### src/rtl/lbog_pkg.sv
// Shared types, constants and codes for the lidar beam occupancy grid update block.
package lbog_pkg;

  // Grid geometry
  localparam int GRID_COLUMNS = 200;
  localparam int GRID_ROWS    = 400;
  localparam int CELL_COUNT   = GRID_COLUMNS * GRID_ROWS;
  localparam int ADDR_W       = $clog2(CELL_COUNT);
  localparam int COL_W        = $clog2(GRID_COLUMNS);
  localparam int ROW_W        = $clog2(GRID_ROWS);

  // Shared multiplier operand widths
  localparam int MUL_AW = 18;
  localparam int MUL_BW = 34;
  localparam int MUL_PW = MUL_AW + MUL_BW;

  // Divider widths: dividend is the magnitude of the scaled offset, divisor the cell size
  localparam int DIV_NW = 21;
  localparam int DIV_DW = 10;

  // Cell value rules
  localparam logic [6:0] CELL_RESET = 7'd50;
  localparam logic [6:0] CELL_DROP  = 7'd20;
  localparam logic [6:0] CELL_KNEE  = 7'd60;
  localparam logic [6:0] CELL_STEP1 = 7'd1;
  localparam logic [6:0] CELL_STEP5 = 7'd5;
  localparam logic [6:0] CELL_MAX   = 7'd100;

  // Result status codes
  localparam logic [2:0] ST_READ     = 3'd0;
  localparam logic [2:0] ST_LOWERED  = 3'd1;
  localparam logic [2:0] ST_RAISED   = 3'd2;
  localparam logic [2:0] ST_REJECTED = 3'd3;
  localparam logic [2:0] ST_OUTSIDE  = 3'd4;

  // Configuration register indexes
  localparam logic [2:0] REG_CELL_SIZE  = 3'd0;
  localparam logic [2:0] REG_HEIGHT_THR = 3'd1;
  localparam logic [2:0] REG_ORIGIN_X   = 3'd2;
  localparam logic [2:0] REG_ORIGIN_Y   = 3'd3;
  localparam logic [2:0] REG_RANGE_LOW  = 3'd4;
  localparam logic [2:0] REG_RANGE_HIGH = 3'd5;

  typedef struct packed {
    logic               mode;
    logic [15:0]        beam_range;
    logic signed [15:0] beam_angle;
    logic signed [15:0] lidar_x;
    logic signed [15:0] lidar_y;
    logic signed [15:0] lidar_yaw;
    logic [16:0]        read_index;
  } in_item_t;

  typedef struct packed {
    logic [16:0] cell_index;
    logic [6:0]  cell_value;
    logic [2:0]  status;
  } out_item_t;

  // Divider request from the sequencer
  typedef struct packed {
    logic              start;
    logic [DIV_NW-1:0] dividend;
    logic [DIV_DW-1:0] divisor;
  } div_req_t;

endpackage

### src/rtl/lbog_mul.sv
// Shared signed multiplier with a registered product.
module lbog_mul (
  input  logic                                clk,
  input  logic signed [lbog_pkg::MUL_AW-1:0] a,
  input  logic signed [lbog_pkg::MUL_BW-1:0] b,
  output logic signed [lbog_pkg::MUL_PW-1:0] p_r
);
  import lbog_pkg::*;

  // Register every product
  always_ff @(posedge clk) begin
    p_r <= a * b;
  end

endmodule

### config.mk
export PLATFORM = sky130hd
export DESIGN_NAME = lbog_mul
export DESIGN_NICKNAME = d
export VERILOG_FILES = /design/src/rtl/lbog_pkg.sv /design/src/rtl/lbog_mul.sv
export SDC_FILE = /design/constraint.sdc
export NUM_CORES = 2
export LEC_CHECK = 0
export BUFFER_PORTS_ARGS = -buffer_cell sky130_fd_sc_hd__buf_2
export CORE_UTILIZATION = 52
export CTS_CLUSTER_DIAMETER = 100
export DETAILED_ROUTE_END_ITERATION = 6
export PLACE_DENSITY = 0.69
export REMOVE_ABC_BUFFERS = 1
export SLEW_MARGIN = 0
export SYNTH_ARGS = -nofsm -noshare
export SYNTH_HDL_FRONTEND = slang
export SYNTH_SLANG_ARGS = --single-unit
### constraint.sdc
create_clock -name clk -period 14.8 [get_ports clk]
set_clock_uncertainty 0.1 [all_clocks]
set_input_delay 1.48 -clock clk [delete_from_list [all_inputs] [get_ports clk]]
set_output_delay 1.48 -clock clk [all_outputs]
set_load 0.02 [all_outputs]
**Word-level counts from Yosys, hierarchy flattened**

Cells that the tools add are included.

- Bits in registers: 52
- Output and inout bits: 52

- $mul: 1

Operator list:

| operator | number |
|---|---|
| multiplier 18 x 34 -> 52 bit | 1 |

**Longest topological paths before layout**

- Depth in word-level cells: 1
- Depth in mapped cells: 26
- Gate-level depth less buffers: 25

**Least setup slack after synthesis**

No wires, ideal clock.

- Path kind: input to register
- From: in b[24] in the netlist's numbering
- To: reg p_r[50] in the netlist's numbering
- Library setup time: 72 ps
- Path buffers: 2
- Setup slack: 7434 ps
- Stages: 23
- Required time: 14628 ps
- Arrival: 7193 ps
- Cells stage by stage: clkbuf_1 clkbuf_1 nand2_1 fa_1 fa_1 fa_1 inv_1 fa_1 fa_1 inv_1 fa_1 inv_1 ha_1 a21o_1 a21o_1 a21o_1 a221oi_2 o21ai_1 a211oi_1 o21ai_1 a211o_1 a21oi_1 xnor2_1

- Word-level cells in the longest chain between the ends: 1

RTL lines:

| element | RTL line | source |
|---|---|---|
| start: declaration | lbog_mul.sv:5 | `input logic signed [lbog_pkg::MUL_BW-1:0] b,` |
| multiplier 18 x 34 -> 52 bit | lbog_mul.sv:12 | `p_r <= a * b;` |
| end signal: assignment | lbog_mul.sv:12 |  |
| end: declaration | lbog_mul.sv:6 | `output logic signed [lbog_pkg::MUL_PW-1:0] p_r` |

No other way between the ends.

**Final worst setup path**

- From: in a[9] in the netlist's numbering
- To: reg p_r[41] in the netlist's numbering

- Word-level cells in the longest chain between the ends: 1

RTL lines:

| element | RTL line | source |
|---|---|---|
| start: declaration | lbog_mul.sv:4 | `input logic signed [lbog_pkg::MUL_AW-1:0] a,` |
| multiplier 18 x 34 -> 52 bit | lbog_mul.sv:12 |  |

No other way between the ends.

==> summary.txt <==
Outcome
  • Run status: complete, no violations

Global routing
  • Initial antenna violation count: 1
  • Vias in the first global route: 18200
  • GRT Total Usage: 28.1%
  • Total grt overflow: 0
  • First-pass GRT wire length: 94000 µm
  • Pin count of the biggest net entering global routing: 35

Synthesis
  • Post-Syn Instances: 2430
  • Async S/R FF share, synth: 0%
  • Ys Warns: 0
  • Synthesized area: 0.0221 mm²
  • Top cells by count, synth: inv_1, fa_1, nand2_1
  • Sequential fraction of the synthesis area: 4.71%
  • Post-synth cell types: 55
  • Avg Cell Area, Syn: 9.09 µm²
  • Flops & latches, synth: 52
  • Synth area leaders: fa_1, inv_1, ha_1
  • Primary FF master, synth: dfxtp_1
  • Top cell type's share of synthesized area: 53.0%
  • Post-synth EDFFs: 0
  • Most frequent cell after synthesis: inv_1
  • Top cell type by total area after synthesis: fa_1

Timing
  • Final critical-path required period: 8090 ps
  • RSZ-0062 raised after global routing: no
  • Period utilization: 54.7%
  • Slew Limit Fails: 0
  • Slew Limit Headroom: 36.2%
  • Least-Margin Pin Slew: 957 ps
  • Fmax: 0.124 GHz
  • Endpoints failing setup: 0
  • Hold Violations, Final: 0
  • Setup TNS: 0 ps

Critical path
  • Critical Path Sink Type: flip-flop
  • Worst Path Arrival: 8240 ps
  • Startpoint types: input port
  • Crit path kind: input port to flip-flop
  • Critical path origin: a[9]
  • Critical Path RT: 14940 ps
  • Worst Path Max Fanout: 34

Finish
  • Largest registers: p_r: 52 flops
  • Share of cells above drive strength 1: 5.59%
  • Biggest register: p_r
  • Max reg flops: 52
  • Layout area overhead: 4.25%
  • Diode count: 0
  • Nets: 3195

Detailed routing
  • Post-DRT Antenna Nets: 0
  • Wire per inst: 19.2 µm
  • DRC: 0
  • Final wirelength: 56900 µm
  • Starting DRT DRC Count: 1159
  • Pre-antenna DRT Iters: 5
  • Routed vias/inst: 5.38
  • Vias: 16000

Clock network
  • Clock buffer depth: 2
  • Num CTS Buffers: 5
  • Post-CTS Hold Fix Bufs: 0
  • Worst-path clk slew: 90 ps
  • H-tree depth: 2
  • Root Driver: clkbuf_16
  • Post-cts resize count: 0
  • Clock sinks: 52
  • Setup bufs post-CTS: 0
  • CTS tree: yes

Worst hold path
  • Worst hold path class: input port to flip-flop
  • Worst hold start: b[0]

Place
  • Number of buffers added on ports: 104
  • Gpl congestion: 0.878
  • HPWL Detailed: 44400 µm

Floorplan
  • Die Wd: 208 µm
  • Chip height: 208 µm
  • I/O pins: 105
  • Core area: 0.0419 mm²
  • Die area: 0.0433 mm²
  • Placement Rows: 75
  • Initial Utilization: 52.7%

Flow run
  • Number of max-cap violations: 0
[layout make-up]
type	instances	area (µm²)
fillers	3819	18900
multi-input cells	1606	18100
inverters	661	2480
flip-flops and latches	52	1040
well taps	539	674
repair buffers	106	536
clock buffers	5	125
clock inverters	3	28.8
[metal layers]
layer / share of wire, % / global-route usage (%) / vias up / wire length, µm
met5: 0 / 0 / - / 0
li1: - / - / 6906 / -
met3: 7.4 / 3.50 / 141 / 4190
met4: 3.8 / 10.2 / 0 / 2140
met2: 51 / 49.9 / 663 / 28800
met1: 38 / 35.3 / 8279 / 21800
[cell usage in the layout (no fill, tap or decap), types with 2 or more instances in the layout]
| cell type | synthesis | routed |
|---|---|---|
| a211oi_1 | 3 | 3 |
| a21boi_0 | 2 | 2 |
| a21o_1 | 31 | 31 |
| a21o_2 | 3 | 3 |
| a21oi_1 | 37 | 37 |
| a21oi_2 | 5 | 5 |
| a31oi_1 | 7 | 7 |
| and2_1 | 240 | 240 |
| and3_1 | 8 | 8 |
| and3_2 | 2 | 2 |
| and4_1 | 2 | 2 |
| buf_2 | 0 | 104 |
| buf_4 | 0 | 2 |
| clkbuf_16 | 0 | 5 |
| dfxtp_1 | 52 | 52 |
| fa_1 | 585 | 585 |
| ha_1 | 125 | 125 |
| inv_1 | 661 | 661 |
| inv_6 | 0 | 2 |
| nand2_1 | 360 | 360 |
| nand2b_1 | 8 | 8 |
| nand3_1 | 4 | 4 |
| nand4_1 | 9 | 9 |
| nor2_1 | 40 | 40 |
| nor2b_1 | 10 | 10 |
| nor3_1 | 6 | 6 |
| o2111ai_2 | 2 | 2 |
| o211ai_1 | 2 | 2 |
| o21a_1 | 3 | 3 |
| o21ai_0 | 21 | 21 |
| o21ai_1 | 3 | 3 |
| o21bai_1 | 7 | 7 |
| o31ai_1 | 4 | 4 |
| o41ai_1 | 2 | 2 |
| or3_1 | 2 | 2 |
| xnor2_1 | 40 | 40 |
| xor2_1 | 15 | 15 |
[logic make-up (layout without fill, tap and decap cells)]
kind of cell    after synthesis  in the layout  synth area share [%]
compound gates              145            145                  4.64
simple gates                696            696                  15.2
flops                        52             52                  4.71
xor+xnor                     55             55                  2.18
buf+inv                     772            775                  13.2
fa+ha+maj                   710            710                  60.1
[worst paths after layout]
kind	end	slack, ps	depth (start not counted)
max	p_r[41]	6710	21
min	p_r[0]	1560	2
[per-stage QoR]
step	std cells	instance area, µm²	setup WS [ps]	utilization [%]	hold slack (ps)
2_1_floorplan	2319	21700	7650	-	1500
6_report	2972	23000	6710	54.9	1560
4_1_cts	2972	23000	6700	54.9	1550
3_5_place_dp	2964	22900	6360	54.5	1790
5_1_grt	2972	23000	6440	54.9	1570
3_3_place_gp	2964	22900	6410	54.5	1800
[worst max-delay path, cell delays in order]
cell and delay [ps]:
buf_2 700, nand2_1 190, fa_1 570, inv_1 50
fa_1 490, fa_1 560, fa_1 450, fa_1 540
inv_1 60, fa_1 510, inv_1 60, ha_1 430
nand2_1 110, nor2_1 200, and3_1 270, nand4_1 110
o21ai_0 390, nor2_1 120, a31oi_1 480, a21boi_0 210
xnor2_1 240
Power is left out: the tool's default activity adds up to more than one toggle a clock period on the data nets, which glitch-free logic cannot reach.
