--- src/rtl/lbog_pkg.sv ---
// Shared types, constants and codes for the lidar beam occupancy grid update block.
package lbog_pkg;

  // Grid geometry
  localparam int GRID_COLUMNS = 200;
  localparam int GRID_ROWS    = 400;
  localparam int CELL_COUNT   = GRID_COLUMNS * GRID_ROWS;
  localparam int ADDR_W       = $clog2(CELL_COUNT);
  localparam int COL_W        = $clog2(GRID_COLUMNS);
  localparam int ROW_W        = $clog2(GRID_ROWS);

  // Shared multiplier operand widths
  localparam int MUL_AW = 18;
  localparam int MUL_BW = 34;
  localparam int MUL_PW = MUL_AW + MUL_BW;

  // Divider widths: dividend is the magnitude of the scaled offset, divisor the cell size
  localparam int DIV_NW = 21;
  localparam int DIV_DW = 10;

  // Cell value rules
  localparam logic [6:0] CELL_RESET = 7'd50;
  localparam logic [6:0] CELL_DROP  = 7'd20;
  localparam logic [6:0] CELL_KNEE  = 7'd60;
  localparam logic [6:0] CELL_STEP1 = 7'd1;
  localparam logic [6:0] CELL_STEP5 = 7'd5;
  localparam logic [6:0] CELL_MAX   = 7'd100;

  // Result status codes
  localparam logic [2:0] ST_READ     = 3'd0;
  localparam logic [2:0] ST_LOWERED  = 3'd1;
  localparam logic [2:0] ST_RAISED   = 3'd2;
  localparam logic [2:0] ST_REJECTED = 3'd3;
  localparam logic [2:0] ST_OUTSIDE  = 3'd4;

  // Configuration register indexes
  localparam logic [2:0] REG_CELL_SIZE  = 3'd0;
  localparam logic [2:0] REG_HEIGHT_THR = 3'd1;
  localparam logic [2:0] REG_ORIGIN_X   = 3'd2;
  localparam logic [2:0] REG_ORIGIN_Y   = 3'd3;
  localparam logic [2:0] REG_RANGE_LOW  = 3'd4;
  localparam logic [2:0] REG_RANGE_HIGH = 3'd5;

  typedef struct packed {
    logic               mode;
    logic [15:0]        beam_range;
    logic signed [15:0] beam_angle;
    logic signed [15:0] lidar_x;
    logic signed [15:0] lidar_y;
    logic signed [15:0] lidar_yaw;
    logic [16:0]        read_index;
  } in_item_t;

  typedef struct packed {
    logic [16:0] cell_index;
    logic [6:0]  cell_value;
    logic [2:0]  status;
  } out_item_t;

  // Divider request from the sequencer
  typedef struct packed {
    logic              start;
    logic [DIV_NW-1:0] dividend;
    logic [DIV_DW-1:0] divisor;
  } div_req_t;

endpackage

--- src/rtl/lbog_div.sv ---
// Restoring divider, one quotient bit per cycle.
module lbog_div (
  input  logic                        clk,
  input  logic                        rst_n,
  input  lbog_pkg::div_req_t          req,
  output logic                        done_r,
  output logic [lbog_pkg::DIV_NW-1:0] quo
);
  import lbog_pkg::*;

  localparam int CNT_W = $clog2(DIV_NW + 1);

  logic              busy_r;
  logic [CNT_W-1:0]  cnt_r;
  logic [DIV_NW-1:0] num_r;
  logic [DIV_DW-1:0] rem_r;
  logic [DIV_DW-1:0] den_r;
  logic [DIV_DW:0]   trial;
  logic              fits;

  // Trial subtract of the next partial remainder
  always_comb begin
    trial = {rem_r, num_r[DIV_NW-1]};
    fits  = trial >= {1'b0, den_r};
  end

  // Control: count the bits
  always_ff @(posedge clk) begin
    if (!rst_n) begin
      busy_r <= 1'b0;
      cnt_r  <= '0;
      done_r <= 1'b0;
    end else begin
      done_r <= busy_r && (cnt_r == CNT_W'(1));
      if (req.start) begin
        busy_r <= 1'b1;
        cnt_r  <= CNT_W'(DIV_NW);
      end else if (busy_r) begin
        cnt_r <= cnt_r - CNT_W'(1);
        if (cnt_r == CNT_W'(1)) begin
          busy_r <= 1'b0;
        end
      end
    end
  end

  // Datapath: shift the quotient in as the dividend shifts out
  always_ff @(posedge clk) begin
    if (req.start) begin
      num_r <= req.dividend;
      rem_r <= '0;
      den_r <= req.divisor;
    end else if (busy_r) begin
      num_r <= {num_r[DIV_NW-2:0], fits};
      rem_r <= fits ? DIV_DW'(trial - {1'b0, den_r}) : trial[DIV_DW-1:0];
    end
  end

  assign quo = num_r;

endmodule

--- config.mk ---
export PLATFORM = sky130hd
export DESIGN_NAME = lbog_div
export DESIGN_NICKNAME = d
export VERILOG_FILES = /design/src/rtl/lbog_pkg.sv /design/src/rtl/lbog_div.sv
export SDC_FILE = /design/constraint.sdc
export NUM_CORES = 1
export LEC_CHECK = 0
export ABC_AREA = 1
export BUFFER_PORTS_ARGS = -buffer_cell sky130_fd_sc_hd__buf_2
export CORE_MARGIN = 2
export CORE_UTILIZATION = 56
export CTS_BUF_LIST = sky130_fd_sc_hd__clkbuf_4
export CTS_CLUSTER_DIAMETER = 80
export DETAILED_ROUTE_END_ITERATION = 12
export HOLD_SLACK_MARGIN = 0.08
export PLACE_DENSITY = 0.92
export SLEW_MARGIN = 20
export SYNTH_ARGS = -nofsm -noshare
export SYNTH_HDL_FRONTEND = slang
export SYNTH_SLANG_ARGS = --single-unit
--- constraint.sdc ---
create_clock -name clk -period 2.3 [get_ports clk]
set_input_delay 0.46 -clock clk [delete_from_list [all_inputs] [get_ports clk]]
set_output_delay 0.46 -clock clk [all_outputs]
set_load 0.03 [all_outputs]
-- After elaboration in Yosys (flattened, before gate mapping)
Index checks and enable logic that the tools add are counted.
- memories: 0
- input port bits: 34
- bits in writable memories: 0
- latch bits: 0
- ROM bits: 0
- output and inout port bits: 22
- flip-flop bits (word level): 48
- shift operators: 0
- divide/modulo/power cells: 0
- $add $sub $neg: 2
- reductions and logical operators: 3
- multiplexer cells: 8
- bitwise gates (word level): 1
- $mul: 0
- $lt $le $gt $ge: 1
- equal/unequal tests: 1
- operators with widths (kind ; count):
    21-bit 2-to-1 mux ; 2
    11-bit by 10-bit >= comparator with 1-bit output ; 1
    10-bit 2-to-1 mux ; 1
    5-bit 2-to-1 mux ; 2
    10-bit subtractor ; 1
    5-bit by 1-bit equality test with 1-bit output, second input constant ; 1
    5-bit by 1-bit subtractor with 5-bit output, second input constant ; 1
    1-bit 2-to-1 mux ; 3
    2-bit nonzero test ; 1
    2-bit OR reduction ; 1
    1-bit logical AND ; 1
    1-bit inverter ; 1

-- Depth between registers and ports, before layout
- word-level depth: 4
- depth in mapped cells: 13
- mapped depth without buffers: 13

-- Worst setup path after synthesis
OpenSTA, ideal clock, no wires.
- kind: register to register
- start point: reg num_r[20] (netlist: quo[20])
- end point: reg rem_r[8]
- data arrival time: 1768 ps
- path buffers: 0
- slack: 419 ps
- required time: 2187 ps
- library setup time: 113 ps
- stages on the path, launching flop included: 13
- cell sequence: edfxtp_1 -> inv_1 -> ha_1 -> inv_1 -> fa_1 -> nand3_1 -> nand2_1 -> nand2_1 -> nand3b_1 -> nand2_1 -> nand2_1 -> nand3_1 -> nand2_1
- cells in the longest elaborated chain, start to end: 2
- elaborated cells between the ends (all ways): 3
- classes of those cells: 1 x add/sub; 1 x order compare; 1 x mux
- ends and longest elaborated chain (what ; line ; text):
    start, declared ; lbog_div.sv:15 ; logic [DIV_NW-1:0] num_r;
    start signal, assigned ; lbog_div.sv:50 ; num_r <= req.dividend;
    start signal, assigned ; lbog_div.sv:54 ; num_r <= {num_r[DIV_NW-2:0], fits};
    10-bit subtractor / 11-bit by 10-bit >= comparator with 1-bit output (equally long branches) ; lbog_div.sv:55, lbog_div.sv:24 ;
    10-bit 2-to-1 mux * ; lbog_div.sv:55 ; rem_r <= fits ? DIV_DW'(trial - {1'b0, den_r}) : trial[DIV_DW-1:0];
    end signal, assigned ; lbog_div.sv:55 ;
    end, declared ; lbog_div.sv:16 ; logic [DIV_DW-1:0] rem_r;
Every way passes the cells marked *; elsewhere a longest branch is shown, timed or not.
A chain may end at the register's enable or synchronous reset.

-- Worst setup path in the final report
- start point: reg den_r[8]
- end point: reg rem_r[5]
- cells in the longest elaborated chain, start to end: 2
- ends and longest elaborated chain (what ; line ; text):
    start, declared ; lbog_div.sv:17 ; logic [DIV_DW-1:0] den_r;
    start signal, assigned ; lbog_div.sv:52 ; den_r <= req.divisor;
    11-bit by 10-bit >= comparator with 1-bit output ; lbog_div.sv:24 ; fits = trial >= {1'b0, den_r};
    10-bit 2-to-1 mux ; lbog_div.sv:55 ;
Every way passes these cells.

==> metrics.cfg <==
[place]
dp_slack_ns = 0.353
io_buffer_count = 55
dpl.hpwl_um = 4200
gp_congestion = 0.850

[timing]
final.min_clock_period_ns = 2.01
final.period_utilization = 0.874
fin_ws_ns = 0.291
fmaxAchievable_mhz = 498
setup_violations = 0
clock_skew_ns = 0.0151
slew_violations = 0
hold_viol = 0
worst_pin_slew_ns = 0.675
tns_ns = 0
rsz0062_at_grt = no
slew-limit-headroom = 0.549

[worst_setup_path]
worst-path-buf-inv = 2
cp.depth = 11
startpoint_type = flip-flop
slowest_delay_ns = 0.39
cp-end-kind = flip-flop
path_cells = inv_1, ha_1, nand2_1, nand2_1, nand2_1, nand2_1, nor2_2, buf_4, nand3_1, nand3_1, nand2_1
path_max_fanout = 7
regToRegSetupSlack_ns = 0.29
cp_slowest_cell = edfxtp_1
cp_common_cell = nand2_1
worstPathArrival_ns = 2.29
critPathRequiredTime_ns = 2.58
crit_type = flip-flop to flip-flop
path_delay_family = simple AND/OR/NAND/NOR gates
rr_worst_depth = 11

[logic_synthesis]
synth_cells = 322
synth_top_family_by_area = simple AND/OR/NAND/NOR gates
syn_area_um2 = 2630
ys_top_cells_by_area = edfxtp_1, nand2_1, dfxtp_1
synth.distinct_cells = 31
synth_xor_area_frac = 0.00999
yosys.area.top_type = edfxtp_1
synth-seq-cells = 48
synthesis.nets = 369
synth_compound_area_frac = 0.0461
synthAdderAreaFrac = 0.0647
yosys.area_share.simple = 0.314
seq_area_frac_synth = 0.483
synth_top_area_frac = 0.354
synth_mux_area_frac = 0
yosys_warnings = 0
syn_area_per_cell_um2 = 8.17

[drt]
wl_um = 5700
drtAntennaViolNets = 0
vias = 2258
wl_per_cell_um = 13.2
firstDrtPassIters = 4
vias_per_cell = 5.21
drc = 0
drt_iter0_markers = 182

[pwr]
ir_drop_uv = 463
p_leak_nw = 1.62
cellPowerDensity_nw_per_um2 = 636

[global_route]
grt_pass1_wl_um = 9340
grt.overflow.total = 0
grt_usage = 0.229
grt_max_degree = 26
grt_pass1_vias = 2174
antenna_found_initial = 0

[floorplanning]
die_h_um = 72.5
rows = 24
chipWidth_um = 72.5
core_um2 = 4440
start_util = 0.592
ioPinCount = 56
die_area_um2 = 5260

[clock_tree]
clkTransAtPathRegs_ns = 0.15
cts_setup_buffers = 0
clockRootBuffer = clkbuf_4
clk_path_buf_depth = 2
cts_tree = yes
ctsResizeCount = 0
cts_max_level = 2
cts_inserted_buffers = 5
cts_hold_buf = 0
clock_sinks = 48
clock_latency_ns = 0.37

[final_layout]
layout_common_cells = nand2_1, buf_2, inv_1, edfxtp_1, nand3_1
seq_area_um2 = 1270
synthToLayoutAreaGrowth_pct = 15.4
final_common_cell = nand2_1
nNetsFinal = 427
fill_cells = 384
num_antenna_cells = 0
multi_input_area_um2 = 1140
final_layout_size_suffix_gt1_frac = 0.231

[job]
cap_violations = 0

[min_path]
holdCritPathClass = input port to flip-flop
hold_path_depth = 1

[status]
status = completed

Yosys cell counts:
| master | count |
|---|---|
| a21oi_1 | 8 |
| a21oi_2 | 2 |
| a31oi_1 | 1 |
| buf_6 | 2 |
| clkbuf_1 | 5 |
| clkbuf_2 | 1 |
| dfxtp_1 | 17 |
| edfxtp_1 | 31 |
| fa_1 | 1 |
| ha_1 | 12 |
| inv_1 | 44 |
| inv_2 | 1 |
| nand2_1 | 127 |
| nand2_2 | 4 |
| nand2_4 | 1 |
| nand3_1 | 19 |
| nand3_2 | 5 |
| nand3b_1 | 3 |
| nand3b_2 | 3 |
| nand4_1 | 2 |
| nor2_1 | 11 |
| nor2_2 | 4 |
| nor2_4 | 1 |
| nor3_1 | 1 |
| nor3_2 | 1 |
| o21ai_0 | 7 |
| o21ai_1 | 3 |
| o31ai_1 | 1 |
| or2_1 | 1 |
| xnor2_1 | 2 |
| xor2_1 | 1 |
cell type report:
cell class	count	area share
clock buffer	5	0.0124
clock inverter	3	0.0140
inverter	45	0.0557
multi-input combinational	221	0.377
sequential	48	0.419
tap	52	0.0214
timing repair buffer	59	0.101
worst paths after layout:
kind | startpoint | endpoint
max reg2reg | den_r[8] | rem_r[5]
min reg2reg | cnt_r[3] | cnt_r[3]
max | den_r[8] | rem_r[5]
min | req[7] | den_r[7]
logic make-up (layout without fill, tap and decap cells):
kind of cell | count (synthesis) | in the layout
simple gates | 183 | 183
buf+inv | 53 | 112
compound gates | 22 | 22
xor+xnor | 3 | 3
fa+ha+maj | 13 | 13
flops | 48 | 48
state kept, by name, summed over array words and instances (netlist names):
signal and cells:
rem_r 10, busy_r 1, cnt_r 5, den_r 10, quo 21, done_r 1
where the power goes:
| group | switching, mW | internal (mW) | total [mW] | leakage (nW) |
|---|---|---|---|---|
| Combinational | 0.262 | 0.132 | 0.394 | 1.13 |
| Clock | 0.282 | 0.228 | 0.509 | 0.0428 |
| Sequential | 0.0321 | 0.994 | 1.03 | 0.452 |
| Total | 0.576 | 1.35 | 1.93 | 1.62 |
through the flow:
stage | std cells | utilization | hold WS (ns) | power, mW | cell area, µm²
final | 433 | 0.683 | 0.252 | 1.93 | 3030
after global routing | 433 | 0.683 | 0.245 | 2.01 | 3030
after CTS | 433 | 0.683 | 0.250 | 1.94 | 3030
after detailed placement | 425 | 0.665 | 0.474 | 1.44 | 2950
after global placement | 425 | 0.665 | 0.463 | 1.42 | 2950
after floorplan | 322 | - | 0.444 | 1.32 | 2630
metal layers:
metal	GRT usage	wire length (µm)	vias up
met3	0.0389	313	16
met1	0.279	2310	1038
met2	0.390	2940	67
met4	0.113	138	0
met5	0	0	-
li1	-	-	1137
(Power assumes the default switching activity.)
